### src/rtl/core/msh_pkg.sv
// ----------------------------------------------------------------------------
// msh_pkg
// Shared types, codes and widths of the mean-shift window tracker.
// ----------------------------------------------------------------------------
`default_nettype none

package msh_pkg;

  // store geometry
  localparam int MAX_WIDTH  = 256;
  localparam int MAX_HEIGHT = 256;
  localparam int PIXEL_BITS = 8;
  localparam int ADDR_W     = $clog2(MAX_WIDTH * MAX_HEIGHT);

  // stream widths
  localparam int IN_DATA_W  = 88;
  localparam int OUT_DATA_W = 56;

  // accumulator widths
  localparam int SQR_W  = 17;
  localparam int TERM_W = SQR_W + PIXEL_BITS;
  localparam int WSUM_W = 44;
  localparam int XSUM_W = 53;

  // result status codes
  localparam logic [2:0] ST_OK       = 3'd0;
  localparam logic [2:0] ST_INIT_OUT = 3'd1;
  localparam logic [2:0] ST_LEFT     = 3'd2;
  localparam logic [2:0] ST_ZERO     = 3'd3;
  localparam logic [2:0] ST_CAP      = 3'd4;

  // configuration register indexes
  localparam logic [1:0] REG_PAD_W   = 2'd0;
  localparam logic [1:0] REG_PAD_H   = 2'd1;
  localparam logic [1:0] REG_PAD_DIR = 2'd2;
  localparam logic [1:0] REG_MAX_IT  = 2'd3;

  // input kinds
  localparam logic ACT_LOAD  = 1'b0;
  localparam logic ACT_TRACK = 1'b1;

  typedef enum logic [3:0] {
    S_IDLE, S_PAD, S_WIN, S_CHK, S_SQR, S_INIT, S_SCAN, S_TEST,
    S_DIVX, S_WAITX, S_DIVY, S_WAITY, S_MOVE, S_CHK2, S_EMIT
  } state_e;

  typedef struct packed {
    logic       load;
    logic       capture;
    logic       pad;
    logic       win;
    logic       chk;
    logic       sqr;
    logic       scan_init;
    logic       iter_inc;
    logic       div_start;
    logic       div_sel;
    logic       move;
    logic       res_load;
    logic [2:0] res_code;
  } cmd_t;

  typedef struct packed {
    logic win_bad;
    logic wsum_zero;
    logic small_move;
    logic cap_hit;
    logic scan_done;
    logic div_done;
  } sts_t;

endpackage

`default_nettype wire

### src/rtl/core/msh_ctrl.sv
// ----------------------------------------------------------------------------
// msh_ctrl
// Sequencer of the tracker: handshakes, setup, scan, divide and result.
// ----------------------------------------------------------------------------
`default_nettype none

module msh_ctrl (
  input  wire logic          clk_i,
  input  wire logic          rst_ni,
  input  wire logic          in_valid_i,
  input  wire logic          in_action_i,
  output logic               in_ready_o,
  output logic               out_valid_o,
  input  wire logic          out_ready_i,
  output msh_pkg::cmd_t      cmd_o,
  input  wire msh_pkg::sts_t sts_i
);
  import msh_pkg::*;

  state_e     state_q, state_d;
  logic [2:0] code_q, code_d;
  logic       out_valid_q, out_valid_d;

  always_ff @(posedge clk_i or negedge rst_ni) begin
    if (!rst_ni) begin
      state_q     <= S_IDLE;
      code_q      <= ST_OK;
      out_valid_q <= 1'b0;
    end else begin
      state_q     <= state_d;
      code_q      <= code_d;
      out_valid_q <= out_valid_d;
    end
  end

  // next state and commands
  always_comb begin
    state_d       = state_q;
    code_d        = code_q;
    cmd_o         = '0;
    cmd_o.res_code = code_q;
    in_ready_o    = 1'b0;
    case (state_q)
      S_IDLE: begin
        in_ready_o = 1'b1;
        if (in_valid_i) begin
          if (in_action_i == ACT_LOAD) begin
            cmd_o.load = 1'b1;
          end else begin
            cmd_o.capture = 1'b1;
            state_d       = S_PAD;
          end
        end
      end
      S_PAD: begin
        cmd_o.pad = 1'b1;
        state_d   = S_WIN;
      end
      S_WIN: begin
        cmd_o.win = 1'b1;
        state_d   = S_CHK;
      end
      S_CHK: begin
        if (sts_i.win_bad) begin
          code_d  = ST_INIT_OUT;
          state_d = S_EMIT;
        end else begin
          cmd_o.chk = 1'b1;
          state_d   = S_SQR;
        end
      end
      S_SQR: begin
        cmd_o.sqr = 1'b1;
        state_d   = S_INIT;
      end
      S_INIT: begin
        cmd_o.scan_init = 1'b1;
        state_d         = S_SCAN;
      end
      S_SCAN: begin
        if (sts_i.scan_done) state_d = S_TEST;
      end
      S_TEST: begin
        cmd_o.iter_inc = 1'b1;
        if (sts_i.wsum_zero) begin
          code_d  = ST_ZERO;
          state_d = S_EMIT;
        end else begin
          state_d = S_DIVX;
        end
      end
      S_DIVX: begin
        cmd_o.div_start = 1'b1;
        state_d         = S_WAITX;
      end
      S_WAITX: begin
        if (sts_i.div_done) state_d = S_DIVY;
      end
      S_DIVY: begin
        cmd_o.div_start = 1'b1;
        cmd_o.div_sel   = 1'b1;
        state_d         = S_WAITY;
      end
      S_WAITY: begin
        cmd_o.div_sel = 1'b1;
        if (sts_i.div_done) state_d = S_MOVE;
      end
      S_MOVE: begin
        cmd_o.move = 1'b1;
        state_d    = S_CHK2;
      end
      S_CHK2: begin
        if (sts_i.win_bad) begin
          code_d  = ST_LEFT;
          state_d = S_EMIT;
        end else if (sts_i.small_move) begin
          code_d  = ST_OK;
          state_d = S_EMIT;
        end else if (sts_i.cap_hit) begin
          code_d  = ST_CAP;
          state_d = S_EMIT;
        end else begin
          state_d = S_INIT;
        end
      end
      S_EMIT: begin
        // wait for the output register to be free
        if (!out_valid_q || out_ready_i) begin
          cmd_o.res_load = 1'b1;
          state_d        = S_IDLE;
        end
      end
      default: state_d = S_IDLE;
    endcase
  end

  // output beat valid
  always_comb begin
    out_valid_d = out_valid_q;
    if (out_ready_i) out_valid_d = 1'b0;
    if (cmd_o.res_load) out_valid_d = 1'b1;
  end

  assign out_valid_o = out_valid_q;

endmodule

`default_nettype wire

### config.mk
export PLATFORM = sky130hd
export DESIGN_NAME = msh_ctrl
export DESIGN_NICKNAME = d
export VERILOG_FILES = /design/src/rtl/core/msh_pkg.sv /design/src/rtl/core/msh_ctrl.sv
export SDC_FILE = /design/constraint.sdc
export NUM_CORES = 1
export LEC_CHECK = 0
export CORE_AREA = 2 2 39 41
export DETAILED_ROUTE_END_ITERATION = 8
export DIE_AREA = 0 0 41 43
export DONT_BUFFER_PORTS = 1
export PLACE_DENSITY = 0.65
export SETUP_SLACK_MARGIN = 0.02
export SYNTH_ARGS = -nofsm -noshare
export SYNTH_HDL_FRONTEND = slang
export SYNTH_SLANG_ARGS = --single-unit
### constraint.sdc
create_clock -name clk_i -period 4 [get_ports clk_i]
set_clock_uncertainty 0.2 [all_clocks]
set_input_delay 0.8 -clock clk_i [delete_from_list [all_inputs] [get_ports clk_i]]
set_output_delay 0.8 -clock clk_i [all_outputs]
set_load 0.03 [all_outputs]
==> run metrics, run 1 <==
WL/cell=between 15 and 20 µm; Req. time, crit path=3.00 ns; Port Buffer Count=0; cell count after synthesis=83; Final Hold Viols=0; Ports=28; Clk pin slew, worst setup/hold paths=0.05 ns; fraction of final layout cells sized beyond drive strength 1=0.1235; postcts setup bufs=0; Yosys cell types=38; # fillers=between 150 and 200; pin count of the biggest net entering global routing=21; critical path peak fanout=20; TritonRoute pass-1 iters=4; root buffer cell=clkbuf_4; Post-Synthesis Cell Area=around 660 µm²; worst setup margin=between 1 and 1.5 ns; dpl hpwl=approximately 1.1 mm; Ys Warns=0; clk_lat worst skew=approximately 0.25 ns; DRC=0; CTS buffer count=3; global placement routability congestion=0.8156; max-cap violation count=0; Hold WC Path Type=input pin to async pin; Post-CTS Hold Fix Bufs=0; worst setup path class=flop to output port; syn_nets=94; Worst setup SP type=flop; Die H=~43 µm; Core ar.=0.001384 mm²; Worst R2R Start=state_q[3]; Critical Path AT=1.84 ns; n_diodes=0; final wirelength=roughly 1.5 mm; Static Leak=0.0002713 µW; PwrDens=~810 mW/mm²; total number of vias=~600; initial antenna violation count=0; Die ar.=around 0.0018 mm²; Initial Utilization=0.4792; FP Rows=14; clk sinks=8; DP Worst Slack=1.430 ns; Seq/Total Area, Yosys=0.3019; CP Capture Type=output port; worst setup path start=state_q[2]; RSZ-0062 raised after global routing=false; syn avg cell area=roughly 8.0 µm²; fmax=approximately 350 MHz; initial drt markers=14; vias per cell=a little over 6; first-pass GRT wire length=2.477 mm; max-slew violations=0; Chip Width=41 µm; Max Root-Sink Buffers=2; status=finished, final reports clean; layout net count=94; min Tclk post-route=2.841 ns; number of global-route vias before repair=572; # resized after CTS=0; H-tree levels=1; count of final setup violators=0; Yosys reg bits=8; setup_tns=0 ns; worst vdd ir=0.0003775 V; CTS tree=built; period utilization=0.7102; GRT Total Usage=0.1998; Max transition margin=0.3726; DRT antenna net count=0; gr ovfl total=0; area delta synth->final=3.774%; slew of the pin with the lowest slew margin=0.9391 ns
cells by family after synthesis:
kind of cell,Yosys count,share of synthesized area
AOI/OAI and AO/OA,22,0.2264
buffers and inverters,8,0.05471
DFF,8,0.3019
muxes,2,0.03207
and+or+nand+nor,43,0.3849
synth_stat cells (all sizes together):
master	instances	area [µm²]
a211oi	1	7.510
a21boi	2	15.01
a21oi	5	25.02
a311o	1	10.01
a31oi	1	6.260
and3	2	12.51
and3b	1	8.760
and4b	1	10.01
and4bb	1	12.51
buf	4	21.27
clkbuf	3	11.26
dfrtp	8	200.2
inv	1	3.750
mux2	1	11.26
mux2i	1	10.01
nand2	6	22.52
nand2b	5	31.28
nand3	3	15.01
nand4b	1	8.760
nor2	8	30.03
nor2b	4	25.02
nor3	5	25.02
nor3b	1	7.510
nor4	1	12.51
nor4b	1	8.760
nor4bb	1	10.01
o2111ai	1	8.760
o211ai	1	7.510
o21a	1	7.510
o21ai	4	20.02
o21ba	1	10.01
o21bai	1	7.510
o22a	2	17.52
o31ai	1	7.510
or2	1	6.260
or3b	1	8.760
critical path, stage by stage, from the launching register on:
cell and delay (ns):
dfrtp_1 0.66, nand2b_1 0.20, nor3_1 0.72
power breakdown:
group	leakage [µW]	switching, µW	internal [µW]
Combinational	0.000157	161	118
Clock	0.0000138	26.9	34.3
Sequential	0.000101	107	109
Total	0.000271	296	261
cells in the final DEF, fill, tap and decap left out, types with 2 or more instances in the layout:
cell,instances
a21oi_1,5
o21ai_0,4
o22a_1,2
dfrtp_1,8
nand3_1,3
nor2b_1,4
and3_1,2
clkbuf_4,3
nand2_1,6
nor2_1,8
buf_4,2
nand2b_1,5
nor3_1,5
a21boi_0,2
area by class of cell:
type | instances | area (µm²) | area share
multi-input cells | 67 | 426.7 | 0.6200
flip-flops and latches | 8 | 200.2 | 0.2909
clock buffers | 3 | 22.52 | 0.03273
well taps | 16 | 20.02 | 0.02909
repair buffers | 2 | 15.01 | 0.02182
inverters | 1 | 3.754 | 0.005455
flip-flops by register name, summed over array words and instances (netlist names):
signal,flops
state_q,4
code_q,3
out_valid_o,1
final timing paths:
kind,slack (ns),cells past startpoint,end
setup / recovery,1.16,2,cmd_o[9]
hold / removal,0.04,0,code_q[2]
setup reg to reg,1.83,4,state_q[1]
hold reg to reg,0.49,2,code_q[1]
max in group asynchronous,3.49,0,code_q[0]
min in group clk_i,0.49,2,code_q[1]
routing by layer:
metal | wire length [µm] | global-route usage | vias to the layer above | part of all wire
met2 | 671 | 0.2594 | 24 | 0.46
met5 | 0 | 0 | - | 0
met4 | 0 | 0.02000 | 0 | 0
met1 | 656 | 0.3072 | 276 | 0.45
li1 | - | - | 298 | -
met3 | 132 | 0.09424 | 0 | 0.090
per-stage QoR:
stage               utilization  hold WS [ns]  cells  area, µm²  total power, µW
global placement         0.4810        0.3045     94      665.6            496.4
CTS                      0.4973       0.03332     97      688.2            560.6
finish                   0.4973       0.04179     97      688.2            556.8
floorplan                     -        0.3044     83      663.1            451.8
detailed placement       0.4810        0.3045     94      665.6            498.1
global route             0.4973       0.02007     97      688.2            608.4
Power figures use the tool's default switching activity.
==> run 2: changes to the inputs <==
ABC_AREA = 1   (was not set)
clock period = 2.9 ns   (was 4 ns; I/O delays follow)
==> run 2 against run 1 <==
  * Clock power grew 40%
  * Area after synthesis grew 1.3%
  * Design area grew 6.7%
  * Sequential cell count is the same
  * Final cell count grew 36%
  * Worst hold slack gained 0.19 ns
  * Wire length grew 10%
  * Global-route usage grew 0.47 points
  * Critical path type unchanged
==> run metrics, run 2 <==
grt met1 use=0.2343; Post-synth EDFFs=0; Critical-path top delay cell=dfrtp_1; root buffer cell=clkbuf_4; PwrDens=1220 mW/mm²; initial drt markers=11; total number of vias=730; max-cap violation count=0; Seq/Total Area, Yosys=0.2980; number of global-route vias before repair=638; global placement routability congestion=0.8702; status=finished, final reports clean; fraction of final layout cells sized beyond drive strength 1=0.1638; min Tclk post-route=2.444 ns; global routing usage on met2=0.3500; final wirelength=1.610 mm; beginning of the worst hold path=out_ready_i; CTS buffer count=3; Clk pin slew, worst setup/hold paths=roughly 0.060 ns; Synth top area share=0.2980; Yosys top cell by area=dfrtp_1; Max transition margin=0.6234; met3 GRT Util=0.08377; pin count of the biggest net entering global routing=9; Hold WC Path Type=input pin to flop; top cells by count, synth=33 x nand2_1, 24 x nor2_1, 11 x inv_1; FP Rows=14; cells along the critical path=nor2_1 > inv_1 > nor2_1 > buf_4 > nand2_1 > nor2_1 > buf_4; CP Capture Type=output port; syn_nets=122; clk sinks=8; fmax=between 400 and 500 MHz; Util after Layout=0.5307; postcts setup bufs=0; Final Hold Viols=0; setup_tns=0 ns; first-pass GRT wire length=2.511 mm; Ports=28; most frequent cells in the layout=33 x nand2_1, 24 x nor2_1, 11 x inv_1; layout net count=129; Non-Filler Instances=roughly 130; Max Root-Sink Buffers=2; Die H=between 40 and 50 µm; clk_lat worst skew=0.25 ns; worst vdd ir=0.0005948 V; TritonRoute pass-1 iters=4; global route hottest layer=met2; DRC=0; Worst R2R Setup Slack=1.14 ns; CTS tree=built; Core ar.=approximately 0.0014 mm²; top cells by area, synth=dfrtp_1 30%, nand2_1 18%, nor2_1 13%, nand3_1 6.7%, inv_1 6.1%; total chip power=895.8 µW; number of placed instances with taps included=approximately 130; Hold Path Stages=1; gr ovfl total=0; cell count after synthesis=around 110; n_diodes=0; Port Buffer Count=0; slew of the pin with the lowest slew margin=around 0.56 ns; CP dominant cell by count=nor2_1; most frequent cell after synthesis=nand2_1; Static Leak=about 0.00041 µW; delay of the slowest critical-path stage=between 0.4 and 0.5 ns; Ys Warns=0; Die ar.=0.001763 mm²; H-tree levels=1; Worst R2R Start=state_q[3]; Initial Utilization=0.4855; count of final setup violators=0; worst setup path class=flop to output port; period utilization=0.8427; Buf+Inv Stages, Crit Path=3; RSZ-0062 raised after global routing=false; Post-Synthesis Cell Area=671.9 µm²; GRT Total Usage=0.2045; Biggest register=state_q; Largest register FFs=4; post-synthesis async set-or-reset flop share=1.000; R2R depth=8; area delta synth->final=9.311%; vias per cell=5.530; Req. time, crit path=roughly 2.1 ns; Yosys cell types=18; Yosys reg bits=8; WL/cell=between 10 and 15 µm; Critical Path AT=1.66 ns; syn avg cell area=6.053 µm²; commonest non-fill, non-tap cell in the layout=nand2_1; dpl hpwl=1.305 mm; initial antenna violation count=0; DRT antenna net count=0; max-slew violations=0; Main synth FF type=dfrtp_1; cell family with most CP delay=simple AND/OR/NAND/NOR gates; # fillers=about 150; critical path peak fanout=8; Chip Width=41 µm; r2r endpoint=code_q[2]; Worst setup SP type=flop; Fin Hold WS=0.2285 ns; Hold Crit Endpoint=out_valid_o
[run 2: cell types whose count changed after synthesis, moves of 5 or more]
cell and change:
a21oi_1 -5, inv_1 +10, nand3_1 +6, nor2_1 +16, nand2b_1 -5, nand2_1 +27
[run 2: worst register-to-register path, stage by stage, from the launching register on]
cell	delay [ns]
dfrtp_1	0.47
inv_1	0.13
nand2_1	0.10
nor2_2	0.32
nand2_1	0.13
nand3_2	0.12
nand2_2	0.08
nand2_1	0.06
nand2_1	0.05
[run 2: final cells by class]
cell class	count	area, µm²	share of cell area
Sequential cell	8	200.2	0.2726
Timing Repair Buffer	4	32.53	0.04429
Inverter	13	48.80	0.06644
Multi-Input combinational cell	88	410.4	0.5588
Tap cell	16	20.02	0.02726
Clock buffer	3	22.52	0.03066
[run 2: kinds of logic after synthesis]
family / share of synthesized area
and+or+nand+nor: 0.5382
buffers and inverters: 0.09125
DFF: 0.2979
AOI/OAI and AO/OA: 0.07262
[run 2: worst max path at each step]
stage / from / to / slack [ns] / depth (start not counted)
global route: state_q[0] / cmd_o[14] / 0.32 / 7
floorplan: state_q[0] / cmd_o[14] / 0.38 / 6
detailed placement: state_q[0] / cmd_o[14] / 0.73 / 7
CTS: state_q[0] / cmd_o[14] / 0.45 / 7
global placement: state_q[2] / cmd_o[14] / 0.80 / 7
finish: state_q[0] / cmd_o[14] / 0.46 / 7
[run 2: where the power goes]
group	total (µW)	internal, µW	leakage [µW]	switching [µW]
Sequential	274	162	0.000102	112
Clock	85.4	47.4	0.0000138	38.0
Combinational	537	150	0.000291	387
Total	896	359	0.000406	537
[run 2: layer usage]
metal / part of all wire / wire (µm) / vias up
met5: 0 / 0 / -
met4: 0 / 0 / 0
met3: 0.081 / 130 / 0
met2: 0.51 / 820 / 33
met1: 0.41 / 659 / 334
li1: - / - / 363
[run 2: through the flow]
step | cell area (µm²) | setup slack [ns]
after detailed placement | 701.9 | 0.7348
after global placement | 701.9 | 0.8038
after floorplan | 671.9 | 0.3808
after global routing | 734.5 | 0.3213
final | 734.5 | 0.4561
after CTS | 734.5 | 0.4515
[run 2: what timing repair did]
item / CTS / global route
gates resized for setup: 0 / 0
endpoints found under the setup margin: 0 / 0
hold buffers: 1 / 0
endpoints found under the hold margin: 8 / 0
==> run 3: changes to the inputs <==
ABC_AREA = 0   (was 1)
clock period = 2.5 ns   (was 2.9 ns; I/O delays follow)
==> run 3 against run 2 <==
  * Setup slack got worse by 0.27 ns
  * Clock power up 22%
  * Sequential cell count is the same
  * Design area up 6.5%
  * Wire length increased by 6.0%
  * Sequential share of layout area is 1.7 points lower
  * Critical path type unchanged
  * Critical endpoint is now cmd_o[10]
  * Largest cell class unchanged
==> run metrics, run 3 (synthesis gave the netlist of run 1 again) <==
vias per cell=around 6.3; global placement routability congestion=0.8082; pin count of the biggest net entering global routing=21; CTS tree=built; initial drt markers=15; postcts setup bufs=0; Buf+Inv Stages, Crit Path=1; H-tree levels=1; Max Root-Sink Buffers=2; FP Rows=14; slew of the pin with the lowest slew margin=0.5914 ns; max-cap violation count=0; cells along the critical path=and4bb_2 > nor2b_1 > buf_4; period utilization=0.9250; DRT antenna net count=0; worst setup path class=flop to output port; Port Buffer Count=0; Initial Utilization=0.4792; Largest register FFs=4; setup_tns=0 ns; area delta synth->final=17.92%; cell family with most CP delay=flip-flops; final wirelength=1.707 mm; Req. time, crit path=1.80 ns; Static Leak=0.0003307 µW; Max transition margin=0.6057; PwrDens=1253 mW/mm²; Chip Width=41 µm; Biggest register=state_q; RSZ-0062 raised after global routing=false; commonest non-fill, non-tap cell in the layout=buf_4; max-slew violations=0; Hold WC Path Type=input pin to flop; Die H=43 µm; clk_lat worst skew=0.26 ns; Worst R2R Setup Slack=0.31 ns; delay of the slowest critical-path stage=0.69 ns; root buffer cell=clkbuf_4; GRT Total Usage=0.2214; Util after Layout=0.5651; TritonRoute pass-1 iters=5; min Tclk post-route=between 2 and 2.5 ns; worst vdd ir=~0.00053 V; fmax=432.4 MHz; number of global-route vias before repair=605; clk sinks=8; Die ar.=0.001763 mm²; layout net count=around 110; first-pass GRT wire length=roughly 2.7 mm; CTS buffer count=3; critical path peak fanout=18; count of final setup violators=0; Fin Hold WS=about 0.29 ns; Critical Path AT=around 1.6 ns; # fillers=around 150; fraction of final layout cells sized beyond drive strength 1=0.2174; Clk pin slew, worst setup/hold paths=0.06 ns; WL/cell=15.81 µm; Ports=28; most frequent cells in the layout=12 x buf_4, 8 x nor2_1, 8 x dfrtp_1; status=finished, final reports clean; total number of vias=a little under 700; Core ar.=0.001384 mm²; Final Hold Viols=0; DRC=0; dpl hpwl=1.203 mm; n_diodes=0; Critical-path top delay cell=dfrtp_1; Worst setup SP type=flop; gr ovfl total=0; CP Capture Type=output port; initial antenna violation count=0
## run 3: cell types whose count changed in the layout (fill, tap and decap cells not counted), moves of 3 or more
| cell | before | now |
|---|---|---|
| nand2_1 | 33 | 6 |
| nor2_1 | 24 | 8 |
| inv_1 | 11 | 1 |
| buf_4 | 3 | 12 |
| nand3_1 | 9 | 3 |
| a21oi_1 | 0 | 5 |
| nand2b_1 | 0 | 5 |
| nor2_2 | 4 | 0 |
| nor2b_1 | 0 | 4 |
| nand2_2 | 3 | 0 |
| nor3_1 | 2 | 5 |
## run 3: final timing paths
| check | start | endpoint | cells after the start |
|---|---|---|---|
| setup / recovery | state_q[0] | cmd_o[10] | 3 |
| hold / removal | out_ready_i | out_valid_o | 2 |
| setup reg to reg | state_q[3] | state_q[1] | 4 |
| hold reg to reg | code_q[1] | code_q[1] | 2 |
| max in group asynchronous | rst_ni | state_q[3] | 1 |
| min in group asynchronous | rst_ni | code_q[0] | 1 |
## run 3: per-stage QoR
stage,total power [µW],setup slack [ns],std cells,instance area [µm²]
floorplan,722.8,0.02187,83,663.1
global placement,844.6,0.3398,104,740.7
detailed placement,852.0,0.3722,104,740.7
CTS,959.6,0.1194,108,773.2
global route,1051,0.05520,108,782.0
finish,980.1,0.1874,108,782.0
## run 3: where the power goes
group | total (µW) | internal (µW) | switching [µW]
logic | 510 | 236 | 275
registers | 366 | 174 | 192
clock network | 104 | 55.3 | 48.6
total | 980 | 465 | 515
## run 3: metal layers
| metal | up-vias | GRT usage | share of wire |
|---|---|---|---|
| li1 | 323 | - | - |
| met1 | 317 | 0.3026 | 0.43 |
| met2 | 30 | 0.3281 | 0.47 |
| met3 | 7 | 0.05236 | 0.071 |
| met4 | 0 | 0.08000 | 0.029 |
| met5 | - | 0 | 0 |
## run 3: what timing repair did
item | 4_1_cts | 5_1_grt
hold buffers | 1 | 0
gates resized for setup | 0 | 1
setup endpoints to repair | 0 | 2
endpoints found under the hold margin | 8 | 0
## run 3: cell type report
type,count,area (µm²),area share
inverters,1,3.754,0.004800
repair buffers,13,100.1,0.1280
multi-input cells,67,435.4,0.5568
flip-flops and latches,8,200.2,0.2560
clock buffers,3,22.52,0.02880
well taps,16,20.02,0.02560
